`src/hdl/i2cm_pkg.sv`:
```
// i2cm_pkg: types, codes and constants shared by the I2C master sequencer.
// No dependencies; compile first.
package i2cm_pkg;

    localparam int TIMER_BITS = 16;
    localparam int BYTE_BITS  = 8;
    localparam int CFG_BITS   = 16;
    localparam int CFG_IDX_W  = 2;
    localparam int BIT_CNT_W  = 4;
    localparam int CMD_W      = 3;

    localparam logic [CFG_BITS-1:0] HALF_BIT_RST  = 16'd4;
    localparam logic [CFG_BITS-1:0] STOP_PRE_RST  = 16'd1000;
    localparam logic [CFG_BITS-1:0] STOP_POST_RST = 16'd5000;

    typedef enum logic [CFG_IDX_W-1:0] {
        REG_HALF_BIT  = 2'd0,
        REG_STOP_PRE  = 2'd1,
        REG_STOP_POST = 2'd2
    } t_reg_idx;

    typedef enum logic [CMD_W-1:0] {
        CMD_TICK    = 3'd0,
        CMD_START   = 3'd1,
        CMD_RESTART = 3'd2,
        CMD_STOP    = 3'd3,
        CMD_WRITE   = 3'd4,
        CMD_READ    = 3'd5,
        CMD_PARK    = 3'd6
    } t_cmd;

    typedef enum logic [3:0] {
        PH_IDLE,
        PH_ST_DLY,
        PH_RS_REL,
        PH_RS_STR,
        PH_RS_DLY,
        PH_SP_PRE,
        PH_SP_DLY1,
        PH_SP_STR,
        PH_SP_DLY2,
        PH_SP_POST,
        PH_BIT_SETUP,
        PH_BIT_STR,
        PH_BIT_HOLD
    } t_phase;

endpackage

```
`src/hdl/i2cm_cmd_if.sv`:
```
// i2cm_cmd_if: command/tick channel of the I2C master sequencer.
// Depends on i2cm_pkg for field widths.
interface i2cm_cmd_if;
    logic                            valid;
    logic                            ready;
    logic [i2cm_pkg::CMD_W-1:0]      cmd;
    logic [i2cm_pkg::BYTE_BITS-1:0]  wr_data;
    logic                            send_ack;
    logic                            scl_in;
    logic                            sda_in;

    modport source (output valid, cmd, wr_data, send_ack, scl_in, sda_in, input ready);
    modport sink   (input valid, cmd, wr_data, send_ack, scl_in, sda_in, output ready);
endinterface

```
`src/hdl/i2cm_res_if.sv`:
```
// i2cm_res_if: result channel of the I2C master sequencer.
// Depends on i2cm_pkg for field widths.
interface i2cm_res_if;
    logic                            valid;
    logic                            ready;
    logic                            scl_low;
    logic                            sda_low;
    logic                            busy_res;
    logic                            done_res;
    logic [i2cm_pkg::BYTE_BITS-1:0]  rd_data;
    logic                            ack_seen;
    logic                            rejected;

    modport source (output valid, scl_low, sda_low, busy_res, done_res, rd_data, ack_seen,
                     rejected, input ready);
    modport sink   (input valid, scl_low, sda_low, busy_res, done_res, rd_data, ack_seen,
                     rejected, output ready);
endinterface

```
`src/hdl/i2c_master_sequencer_unit.sv`:
```
// i2c_master_sequencer_unit: tick-driven open-drain I2C master, top level.
// Depends on i2cm_pkg, i2cm_cmd_if and i2cm_res_if.
//
//  channel   | dir | beat contents
//  ----------+-----+----------------------------------------------------------
//  i_cmd     | in  | cmd, wr_data, send_ack, scl_in, sda_in (tick or command)
//  o_res     | out | scl_low, sda_low, busy_res, done_res, rd_data, ack_seen,
//            |     | rejected (one beat for every accepted input beat)
//  i_cfg_*   | in  | register write: half_bit_ticks, stop_pre_ticks,
//            |     | stop_post_ticks
//
// Each input beat updates the sequencer state and the result register at the
// same edge, so one beat per clock is sustained while o_res.ready stays high.
// The single result register sets the rate; it refills on the edge it drains.
// A stalled result holds i_cmd.ready low until the sink takes the beat.
// Synchronous active-low reset returns the sequencer to idle, lines released,
// and the timing registers to their defaults.
module i2c_master_sequencer_unit (
    input  logic                            i_clk,
    input  logic                            i_rst_n,
    input  logic                            i_cfg_we,
    input  logic [i2cm_pkg::CFG_IDX_W-1:0]  i_cfg_idx,
    input  logic [i2cm_pkg::CFG_BITS-1:0]   i_cfg_data,
    i2cm_cmd_if.sink                        i_cmd,
    i2cm_res_if.source                      o_res
);
    import i2cm_pkg::*;

    // Timing registers
    logic [CFG_BITS-1:0]   r_half, r_stop_pre, r_stop_post;

    // Sequencer state
    t_phase                r_phase, n_phase;
    logic [CMD_W-1:0]      r_active, n_active;
    logic [BIT_CNT_W-1:0]  r_bit_count, n_bit_count;
    logic [BYTE_BITS-1:0]  r_shift, n_shift;
    logic [TIMER_BITS-1:0] r_wait, n_wait;
    logic                  r_scl, n_scl;
    logic                  r_sda, n_sda;
    logic                  r_ack, n_ack;
    logic                  r_ack_choice, n_ack_choice;
    logic [BYTE_BITS-1:0]  r_read, n_read;

    // Result register
    logic                  r_ov;
    logic                  r_o_scl, r_o_sda, r_o_busy, r_o_done, r_o_ack, r_o_rej;
    logic [BYTE_BITS-1:0]  r_o_rd;

    logic                  accept;
    logic                  elapsed;
    logic                  cur_recv;
    logic                  next_recv;
    logic                  do_begin;
    logic                  done;
    logic                  rej;

    // Take a new beat whenever the result register is empty or draining.
    assign i_cmd.ready = !r_ov || o_res.ready;
    assign accept      = i_cmd.valid && i_cmd.ready;

    // A timed wait ends on its last tick; zero counts as one.
    assign elapsed  = (r_wait <= TIMER_BITS'(1));
    // Receiving: data bits of a read, or the ack bit of a write.
    assign cur_recv = (r_active == CMD_WRITE) == (r_bit_count == BIT_CNT_W'(BYTE_BITS));

    always_comb begin
        n_phase      = r_phase;
        n_active     = r_active;
        n_bit_count  = r_bit_count;
        n_shift      = r_shift;
        n_wait       = r_wait;
        n_scl        = r_scl;
        n_sda        = r_sda;
        n_ack        = r_ack;
        n_ack_choice = r_ack_choice;
        n_read       = r_read;
        done         = 1'b0;
        rej          = 1'b0;
        do_begin     = 1'b0;
        next_recv    = 1'b0;

        if (i_cmd.cmd == CMD_TICK) begin
            case (r_phase)
                PH_IDLE: begin
                    // Idle tick: nothing moves.
                end
                PH_ST_DLY: begin
                    if (elapsed) begin
                        n_scl   = 1'b1;
                        n_phase = PH_IDLE;
                        done    = 1'b1;
                    end else begin
                        n_wait = r_wait - TIMER_BITS'(1);
                    end
                end
                PH_RS_REL: begin
                    if (elapsed) begin
                        n_scl   = 1'b0;
                        n_phase = PH_RS_STR;
                    end else begin
                        n_wait = r_wait - TIMER_BITS'(1);
                    end
                end
                PH_RS_STR: begin
                    if (i_cmd.scl_in) begin
                        n_phase = PH_RS_DLY;
                        n_wait  = TIMER_BITS'(r_half);
                    end
                end
                PH_RS_DLY: begin
                    if (elapsed) begin
                        n_sda   = 1'b1;
                        n_phase = PH_ST_DLY;
                        n_wait  = TIMER_BITS'(r_half);
                    end else begin
                        n_wait = r_wait - TIMER_BITS'(1);
                    end
                end
                PH_SP_PRE: begin
                    if (elapsed) begin
                        n_sda   = 1'b1;
                        n_phase = PH_SP_DLY1;
                        n_wait  = TIMER_BITS'(r_half);
                    end else begin
                        n_wait = r_wait - TIMER_BITS'(1);
                    end
                end
                PH_SP_DLY1: begin
                    if (elapsed) begin
                        n_scl   = 1'b0;
                        n_phase = PH_SP_STR;
                    end else begin
                        n_wait = r_wait - TIMER_BITS'(1);
                    end
                end
                PH_SP_STR: begin
                    if (i_cmd.scl_in) begin
                        n_phase = PH_SP_DLY2;
                        n_wait  = TIMER_BITS'(r_half);
                    end
                end
                PH_SP_DLY2: begin
                    if (elapsed) begin
                        n_sda   = 1'b0;
                        n_phase = PH_SP_POST;
                        n_wait  = TIMER_BITS'(r_stop_post);
                    end else begin
                        n_wait = r_wait - TIMER_BITS'(1);
                    end
                end
                PH_SP_POST: begin
                    if (elapsed) begin
                        n_phase = PH_IDLE;
                        done    = 1'b1;
                    end else begin
                        n_wait = r_wait - TIMER_BITS'(1);
                    end
                end
                PH_BIT_SETUP: begin
                    if (elapsed) begin
                        n_scl   = 1'b0;
                        n_phase = PH_BIT_STR;
                    end else begin
                        n_wait = r_wait - TIMER_BITS'(1);
                    end
                end
                PH_BIT_STR: begin
                    // Hold here while the slave stretches SCL.
                    if (i_cmd.scl_in) begin
                        if (cur_recv) begin
                            if (r_active == CMD_WRITE) begin
                                n_ack = !i_cmd.sda_in;
                            end else begin
                                n_shift = {r_shift[BYTE_BITS-2:0], i_cmd.sda_in};
                            end
                        end
                        n_phase = PH_BIT_HOLD;
                        n_wait  = TIMER_BITS'(r_half);
                    end
                end
                PH_BIT_HOLD: begin
                    if (elapsed) begin
                        n_scl       = 1'b1;
                        n_sda       = 1'b0;
                        n_bit_count = r_bit_count + BIT_CNT_W'(1);
                        if (n_bit_count > BIT_CNT_W'(BYTE_BITS)) begin
                            if (r_active == CMD_READ) begin
                                n_read = r_shift;
                            end
                            n_phase = PH_IDLE;
                            done    = 1'b1;
                        end else begin
                            do_begin = 1'b1;
                        end
                    end else begin
                        n_wait = r_wait - TIMER_BITS'(1);
                    end
                end
                default: begin
                    n_phase = PH_IDLE;
                end
            endcase
        end else if (r_phase != PH_IDLE) begin
            rej = 1'b1;
        end else begin
            case (i_cmd.cmd)
                CMD_START: begin
                    n_active = i_cmd.cmd;
                    n_sda    = 1'b1;
                    n_phase  = PH_ST_DLY;
                    n_wait   = TIMER_BITS'(r_half);
                end
                CMD_RESTART: begin
                    n_active = i_cmd.cmd;
                    n_sda    = 1'b0;
                    n_phase  = PH_RS_REL;
                    n_wait   = TIMER_BITS'(r_half);
                end
                CMD_STOP: begin
                    n_active = i_cmd.cmd;
                    n_phase  = PH_SP_PRE;
                    n_wait   = TIMER_BITS'(r_stop_pre);
                end
                CMD_WRITE: begin
                    n_active    = i_cmd.cmd;
                    n_bit_count = '0;
                    n_shift     = i_cmd.wr_data;
                    do_begin    = 1'b1;
                end
                CMD_READ: begin
                    n_active     = i_cmd.cmd;
                    n_bit_count  = '0;
                    n_shift      = '0;
                    n_ack_choice = i_cmd.send_ack;
                    do_begin     = 1'b1;
                end
                CMD_PARK: begin
                    n_active = i_cmd.cmd;
                    n_scl    = 1'b1;
                    n_sda    = 1'b1;
                    done     = 1'b1;
                end
                default: begin
                    // Unknown code while idle: drop it silently.
                end
            endcase
        end

        // Set up the next bit: release SDA to receive, else drive data or ack.
        if (do_begin) begin
            next_recv = (n_active == CMD_WRITE) == (n_bit_count == BIT_CNT_W'(BYTE_BITS));
            if (next_recv) begin
                n_sda = 1'b0;
            end else if (n_active == CMD_WRITE) begin
                n_sda   = !n_shift[BYTE_BITS-1];
                n_shift = {n_shift[BYTE_BITS-2:0], 1'b0};
            end else begin
                n_sda = n_ack_choice;
            end
            n_phase = PH_BIT_SETUP;
            n_wait  = TIMER_BITS'(r_half);
        end
    end

    // Configuration writes; indexes beyond the list are ignored.
    always_ff @(posedge i_clk) begin
        if (!i_rst_n) begin
            r_half      <= HALF_BIT_RST;
            r_stop_pre  <= STOP_PRE_RST;
            r_stop_post <= STOP_POST_RST;
        end else if (i_cfg_we) begin
            case (i_cfg_idx)
                REG_HALF_BIT:  r_half      <= i_cfg_data;
                REG_STOP_PRE:  r_stop_pre  <= i_cfg_data;
                REG_STOP_POST: r_stop_post <= i_cfg_data;
                default: begin
                end
            endcase
        end
    end

    // Sequencer state: advance on every accepted beat.
    always_ff @(posedge i_clk) begin
        if (!i_rst_n) begin
            r_phase      <= PH_IDLE;
            r_active     <= '0;
            r_bit_count  <= '0;
            r_shift      <= '0;
            r_wait       <= '0;
            r_scl        <= 1'b0;
            r_sda        <= 1'b0;
            r_ack        <= 1'b0;
            r_ack_choice <= 1'b0;
            r_read       <= '0;
        end else if (accept) begin
            r_phase      <= n_phase;
            r_active     <= n_active;
            r_bit_count  <= n_bit_count;
            r_shift      <= n_shift;
            r_wait       <= n_wait;
            r_scl        <= n_scl;
            r_sda        <= n_sda;
            r_ack        <= n_ack;
            r_ack_choice <= n_ack_choice;
            r_read       <= n_read;
        end
    end

    // Result valid flag.
    always_ff @(posedge i_clk) begin
        if (!i_rst_n) begin
            r_ov <= 1'b0;
        end else if (accept) begin
            r_ov <= 1'b1;
        end else if (o_res.ready) begin
            r_ov <= 1'b0;
        end
    end

    // Result payload: load with the state it leaves behind.
    always_ff @(posedge i_clk) begin
        if (accept) begin
            r_o_scl  <= n_scl;
            r_o_sda  <= n_sda;
            r_o_busy <= (n_phase != PH_IDLE);
            r_o_done <= done;
            r_o_rd   <= n_read;
            r_o_ack  <= n_ack;
            r_o_rej  <= rej;
        end
    end

    assign o_res.valid    = r_ov;
    assign o_res.scl_low  = r_o_scl;
    assign o_res.sda_low  = r_o_sda;
    assign o_res.busy_res = r_o_busy;
    assign o_res.done_res = r_o_done;
    assign o_res.rd_data  = r_o_rd;
    assign o_res.ack_seen = r_o_ack;
    assign o_res.rejected = r_o_rej;

    // A finished command leaves the sequencer idle.
    a_done_idle: assert property (@(posedge i_clk) disable iff (!i_rst_n)
        r_ov && r_o_done |-> !r_o_busy)
        else $error("done reported while still busy");

    // A rejected command never disturbs a sequence in progress.
    a_rej_busy: assert property (@(posedge i_clk) disable iff (!i_rst_n)
        r_ov && r_o_rej |-> r_o_busy && !r_o_done)
        else $error("rejected beat ended the sequence");

    // Reported busy matches the phase register after the beat.
    a_busy_phase: assert property (@(posedge i_clk) disable iff (!i_rst_n)
        accept |=> r_o_busy == (r_phase != PH_IDLE))
        else $error("busy flag disagrees with phase");

    // Bit counter never runs more than one past the ack bit.
    a_bit_range: assert property (@(posedge i_clk) disable iff (!i_rst_n)
        r_bit_count <= BIT_CNT_W'(BYTE_BITS + 1))
        else $error("bit counter out of range");

    // Nothing but a tick may move a busy sequencer.
    a_cmd_while_busy: assert property (@(posedge i_clk) disable iff (!i_rst_n)
        accept && (r_phase != PH_IDLE) && (i_cmd.cmd != CMD_TICK) |=> $stable(r_phase))
        else $error("command changed phase while busy");

endmodule
```
`src/flat_wrapper.sv`:
```
// flat-port wrapper written by rule: the top's interface ports become plain ports
module i2c_master_sequencer_unit_flat import i2cm_pkg::*;
  (i_clk, i_rst_n, i_cfg_we, i_cfg_idx, i_cfg_data, i_cmd_valid, i_cmd_cmd, i_cmd_wr_data, i_cmd_send_ack, i_cmd_scl_in, i_cmd_sda_in, i_cmd_ready, o_res_valid, o_res_scl_low, o_res_sda_low, o_res_busy_res, o_res_done_res, o_res_rd_data, o_res_ack_seen, o_res_rejected, o_res_ready);
  i2cm_cmd_if i_cmd_i ();
  i2cm_res_if o_res_i ();
  input  logic i_clk;
  input  logic i_rst_n;
  input  logic i_cfg_we;
  input  logic [i2cm_pkg::CFG_IDX_W-1:0] i_cfg_idx;
  input  logic [i2cm_pkg::CFG_BITS-1:0] i_cfg_data;
  input wire logic [$bits(i_cmd_i.valid)-1:0] i_cmd_valid;
  input wire logic [$bits(i_cmd_i.cmd)-1:0] i_cmd_cmd;
  input wire logic [$bits(i_cmd_i.wr_data)-1:0] i_cmd_wr_data;
  input wire logic [$bits(i_cmd_i.send_ack)-1:0] i_cmd_send_ack;
  input wire logic [$bits(i_cmd_i.scl_in)-1:0] i_cmd_scl_in;
  input wire logic [$bits(i_cmd_i.sda_in)-1:0] i_cmd_sda_in;
  output wire logic [$bits(i_cmd_i.ready)-1:0] i_cmd_ready;
  output wire logic [$bits(o_res_i.valid)-1:0] o_res_valid;
  output wire logic [$bits(o_res_i.scl_low)-1:0] o_res_scl_low;
  output wire logic [$bits(o_res_i.sda_low)-1:0] o_res_sda_low;
  output wire logic [$bits(o_res_i.busy_res)-1:0] o_res_busy_res;
  output wire logic [$bits(o_res_i.done_res)-1:0] o_res_done_res;
  output wire logic [$bits(o_res_i.rd_data)-1:0] o_res_rd_data;
  output wire logic [$bits(o_res_i.ack_seen)-1:0] o_res_ack_seen;
  output wire logic [$bits(o_res_i.rejected)-1:0] o_res_rejected;
  input wire logic [$bits(o_res_i.ready)-1:0] o_res_ready;
  assign i_cmd_i.valid = i_cmd_valid;
  assign i_cmd_i.cmd = i_cmd_cmd;
  assign i_cmd_i.wr_data = i_cmd_wr_data;
  assign i_cmd_i.send_ack = i_cmd_send_ack;
  assign i_cmd_i.scl_in = i_cmd_scl_in;
  assign i_cmd_i.sda_in = i_cmd_sda_in;
  assign i_cmd_ready = i_cmd_i.ready;
  assign o_res_valid = o_res_i.valid;
  assign o_res_scl_low = o_res_i.scl_low;
  assign o_res_sda_low = o_res_i.sda_low;
  assign o_res_busy_res = o_res_i.busy_res;
  assign o_res_done_res = o_res_i.done_res;
  assign o_res_rd_data = o_res_i.rd_data;
  assign o_res_ack_seen = o_res_i.ack_seen;
  assign o_res_rejected = o_res_i.rejected;
  assign o_res_i.ready = o_res_ready;
  i2c_master_sequencer_unit u_core (.i_clk(i_clk), .i_rst_n(i_rst_n), .i_cfg_we(i_cfg_we), .i_cfg_idx(i_cfg_idx), .i_cfg_data(i_cfg_data), .i_cmd(i_cmd_i), .o_res(o_res_i));
endmodule
```
`config.mk`:
```
export PLATFORM = sky130hd
export DESIGN_NAME = i2c_master_sequencer_unit_flat
export DESIGN_NICKNAME = d
export VERILOG_FILES = /design/src/hdl/i2cm_pkg.sv /design/src/hdl/i2cm_cmd_if.sv /design/src/hdl/i2cm_res_if.sv /design/src/hdl/i2c_master_sequencer_unit.sv /design/src/flat_wrapper.sv
export SDC_FILE = /design/constraint.sdc
export NUM_CORES = 1
export LEC_CHECK = 0
export ABC_AREA = 1
export BUFFER_PORTS_ARGS = -buffer_cell sky130_fd_sc_hd__buf_2
export CORE_MARGIN = 2
export CORE_UTILIZATION = 25
export DETAILED_ROUTE_END_ITERATION = 10
export PLACE_DENSITY = 0.43
export SYNTH_ARGS = -nofsm -noshare
export SYNTH_HDL_FRONTEND = slang
export SYNTH_SLANG_ARGS = --single-unit
```
`constraint.sdc`:
```
create_clock -name i_clk -period 2.94 [get_ports i_clk]
set_input_delay 0.294 -clock i_clk [delete_from_list [all_inputs] [get_ports i_clk]]
set_output_delay 0.294 -clock i_clk [all_outputs]
set_load 0.05 [all_outputs]
```
==> impl_metrics.yaml <==
run_status:
  status: "finished, final reports clean"
yosys:
  ys_types: 47
  synth_top_cell_by_area: "dfxtp_1"
  synthCells: 984
  ys_top_cells_by_area: "dfxtp_1 (29%), nand2_1 (11%), o21ai_0 (8.6%)"
  yosys_most_used_dff: "dfxtp_1"
  yosysSeqAreaShare_pct: 35.7
  syn_area_per_cell_um2: 6.66
  yosys.area.top_type_share_pct: 29.3
  synth_nets: 1025
  syn_area_um2: 6560
  yosys_warnings: 0
  synth-seq-cells: 110
  postSynth.asyncResetShare_pct: 0
  synth_edf_count: 14
floorplanning:
  rows: 59
  dieArea_um2: 27500
  core_um2: 25900
  die_w_um: 166
  initial_core_util_pct: 25.3
  ioPinCount: 53
  die_y_um: 166
setup_path:
  r2r_start: "u_core.r_wait[0]$_SDFFE_PN0P_"
  cp.arrival_ns: 2.81
  worstRegToRegCells: 15
  cp_max_fo: 19
  critical_path.max_stage_delay_ns: 0.36
  cp_num_cells: 15
  critPathLaunch: "u_core.r_wait[0]$_SDFFE_PN0P_"
  end_kind: "register"
  reg2reg_slack_ns: 0.39
  cp.required_ns: 3.21
  cp_num_buf_inv: 5
  criticalPathCategory: "register to register"
  regToRegEndpoint: "u_core.r_read[5]$_SDFFE_PN0P_"
  start_kind: "register"
  crit_top_cell: "nand2_1"
  slowest_stage: "dfxtp_1"
  crit_chain: "inv_1, ha_1, inv_2, nand2_1, nand2_1, nor2_4, nand2_2, clkinv_4, nand2_1, or3_1, buf_4, nand2_2, o21ai_2, o21ai_1, inv_1"
  crit_end: "u_core.r_read[5]$_SDFFE_PN0P_"
  cp_top_family: "simple AND/OR/NAND/NOR gates"
placement:
  dp_hpwl_um: 14500
  portBuffers: 52
  place_ws_ns: 0.408
  place_congestion: 0.819
pwr:
  ir_drop_v: 0.000293
  power_w: 0.00417
  swShare_pct: 37.8
  power.internal_w: 0.00260
  seqPwrFrac_pct: 40.8
  power.net_switching_w: 0.00158
  p_leak_nw: 3.29
  clkPwrFrac_pct: 31.9
  combinationalPowerShare_pct: 27.3
  p_per_area_nw_per_um2: 558
clocking:
  cts.clk_slew.worst_paths_ns: 0.10
  cts_setup_buffers: 0
  htree_levels: 3
  hold_buffers: 0
  clk_latency_ns: 0.38
  cts-buffers-inserted: 9
  cts_tree: "built"
  root_buffer: "clkbuf_16"
  ctsResizeCount: 0
  clock_path_buffers: 2
  cts_sinks: 110
sta:
  fmax_mhz: 393
  slew_headroom_pct: 56.0
  min_period_over_period_pct: 86.6
  whs_ns: 0.146
  rsz0062_at_grt: "false"
  skew_ns: 0.0158
  finalMaxSlewViolations: 0
  setup_viol: 0
  tns_ns: 0
  period_minus_slack_ns: 2.55
  setup_ws_ns: 0.395
  tightest_slew_ns: 0.661
  hold_viol: 0
global_route:
  grt_pass1_wl_um: 33100
  grt_max_degree: 63
  antenna_found_initial: 0
  grt_usage_pct: 14.8
  globalRouteOverflowTotal: 0
  grt_pass1_vias: 6002
routing:
  wl_per_cell_um: 14.9
  antenna_left: 0
  vias: 6357
  drc: 0
  via_per_inst: 4.67
  wirelength_um: 20300
  drt_iter0_drc: 362
  dr.pass1.iters: 5
layout:
  diodes: 0
  drive_gt1_share_pct: 15.1
  area_delta_synth_final_pct: 14.2
  nets: 1063
  final_util_pct: 28.9
min_path:
  min_path_type: "input port to register"
run:
  max_cap_viol_count: 0
==> per-layer routing <==
layer	share of wire, %	wire length (um)	track usage (%)
met5	0	0	0
met4	1.3	272	3.59
met3	4.3	883	3.10
met2	45	9060	23.5
met1	50	10100	20.6
==> placed cells by master, fill, tap and decap left out, drive strengths merged, types with 2 or more instances in the layout <==
master	netlist	routed
xor2	4	4
a21oi	86	86
nor2	108	108
a31oi	9	9
ha	4	4
o211ai	20	20
o21ai	139	139
clkbuf	30	9
dfxtp	96	96
clkinv	3	4
nand2	205	205
edfxtp	14	14
nand4	13	13
nor3	14	14
nand3b	2	2
o2111ai	2	2
o221ai	3	3
nand3	66	66
inv	139	145
a211oi	3	3
buf	16	73
==> state kept, by name, indices dropped and copies added (netlist names) <==
register / count
u_core.r_half: 16
u_core.r_stop_post: 16
u_core.r_stop_pre: 16
u_core.r_wait: 16
u_core.o_res.rd_data: 8
u_core.r_read: 8
u_core.r_shift: 8
u_core.r_bit_count: 4
u_core.r_phase: 4
u_core.r_active: 3
u_core.o_res.ack_seen: 1
u_core.o_res.busy_res: 1
u_core.o_res.done_res: 1
u_core.o_res.rejected: 1
u_core.o_res.scl_low: 1
u_core.o_res.sda_low: 1
u_core.o_res.valid: 1
u_core.r_ack: 1
u_core.r_ack_choice: 1
u_core.r_scl: 1
u_core.r_sda: 1
==> power groups by stage <==
stage	clock, W	combinational (W)	sequential, W
3_5_place_dp	0	0.00115	0.00174
2_1_floorplan	0	0.000773	0.00178
6_report	0.00133	0.00114	0.00170
3_3_place_gp	0	0.00115	0.00174
5_1_grt	0.00144	0.00128	0.00172
4_1_cts	0.00139	0.00115	0.00170
==> how the worst min path moves through the flow <==
stage	from	to	slack [ns]	depth (start not counted)
floorplan	i_cfg_data[3]	u_core.r_stop_pre[3]$_SDFFE_PN1P_	0.41	2
global placement	u_core.r_stop_post[3]$_SDFFE_PN1P_	u_core.r_stop_post[3]$_SDFFE_PN1P_	0.44	2
detailed placement	u_core.r_stop_pre[14]$_SDFFE_PN0P_	u_core.r_stop_pre[14]$_SDFFE_PN0P_	0.45	2
CTS	i_cfg_data[5]	u_core.r_stop_pre[5]$_SDFFE_PN1P_	0.13	3
global route	i_cfg_data[5]	u_core.r_stop_pre[5]$_SDFFE_PN1P_	0.15	3
finish	i_cfg_data[5]	u_core.r_stop_pre[5]$_SDFFE_PN1P_	0.15	3
==> Yosys cell counts (3+ instances only) <==
cell and instances:
edfxtp_1 14, dfxtp_1 96, buf_2 5, nor3_1 12, inv_2 14, nand3_1 63, a31oi_1 9, buf_4 5
o211ai_1 20, nand4_1 13, xor2_1 4, o21ai_0 112, nor2_2 5, o21ai_1 15, nor2_1 96, a21oi_1 84
buf_6 3, buf_1 3, o21ai_2 12, nand2_1 186, nand2_2 17, ha_1 4, inv_1 124, o221ai_1 3
a211oi_1 3, clkbuf_1 30, nor2_4 5
==> layout make-up <==
class                      instances  area (um2)
tap                              335         419
clock inverter                     7        91.3
clock buffer                       9         225
fill                            2929       18400
timing repair buffer              73         418
inverter                         142         541
multi-input combinational        686        3450
sequential                       110        2340
==> per-stage QoR <==
stage               area [um2]  instances
floorplan                 6560        984
global placement          7170       1346
detailed placement        7170       1346
CTS                       7490       1362
global route              7490       1362
finish                    7490       1362
==> worst register-to-register path: stages, from the launching register on <==
cell and delay [ns]:
dfxtp_1 0.36, inv_1 0.09, ha_1 0.24, inv_2 0.05, nand2_1 0.06, nand2_1 0.08
nor2_4 0.12, nand2_2 0.21, clkinv_4 0.25, nand2_1 0.10, or3_1 0.34, buf_4 0.23
nand2_2 0.09, o21ai_2 0.05, o21ai_1 0.12, inv_1 0.05
==> logic make-up (layout without fill, tap and decap cells) <==
logic type | after synthesis | in the layout | synth area share, %
adder cells (fa/ha/maj) | 4 | 4 | 0.764
XOR/XNOR | 5 | 5 | 0.668
multiplexers | 1 | 1 | 0.153
AND/OR/NAND/NOR | 409 | 409 | 28.3
flip-flops | 110 | 110 | 35.7
AO/OA/AOI/OAI | 267 | 267 | 22.8
buffers and inverters | 188 | 231 | 11.6
(Power assumes the default switching activity.)
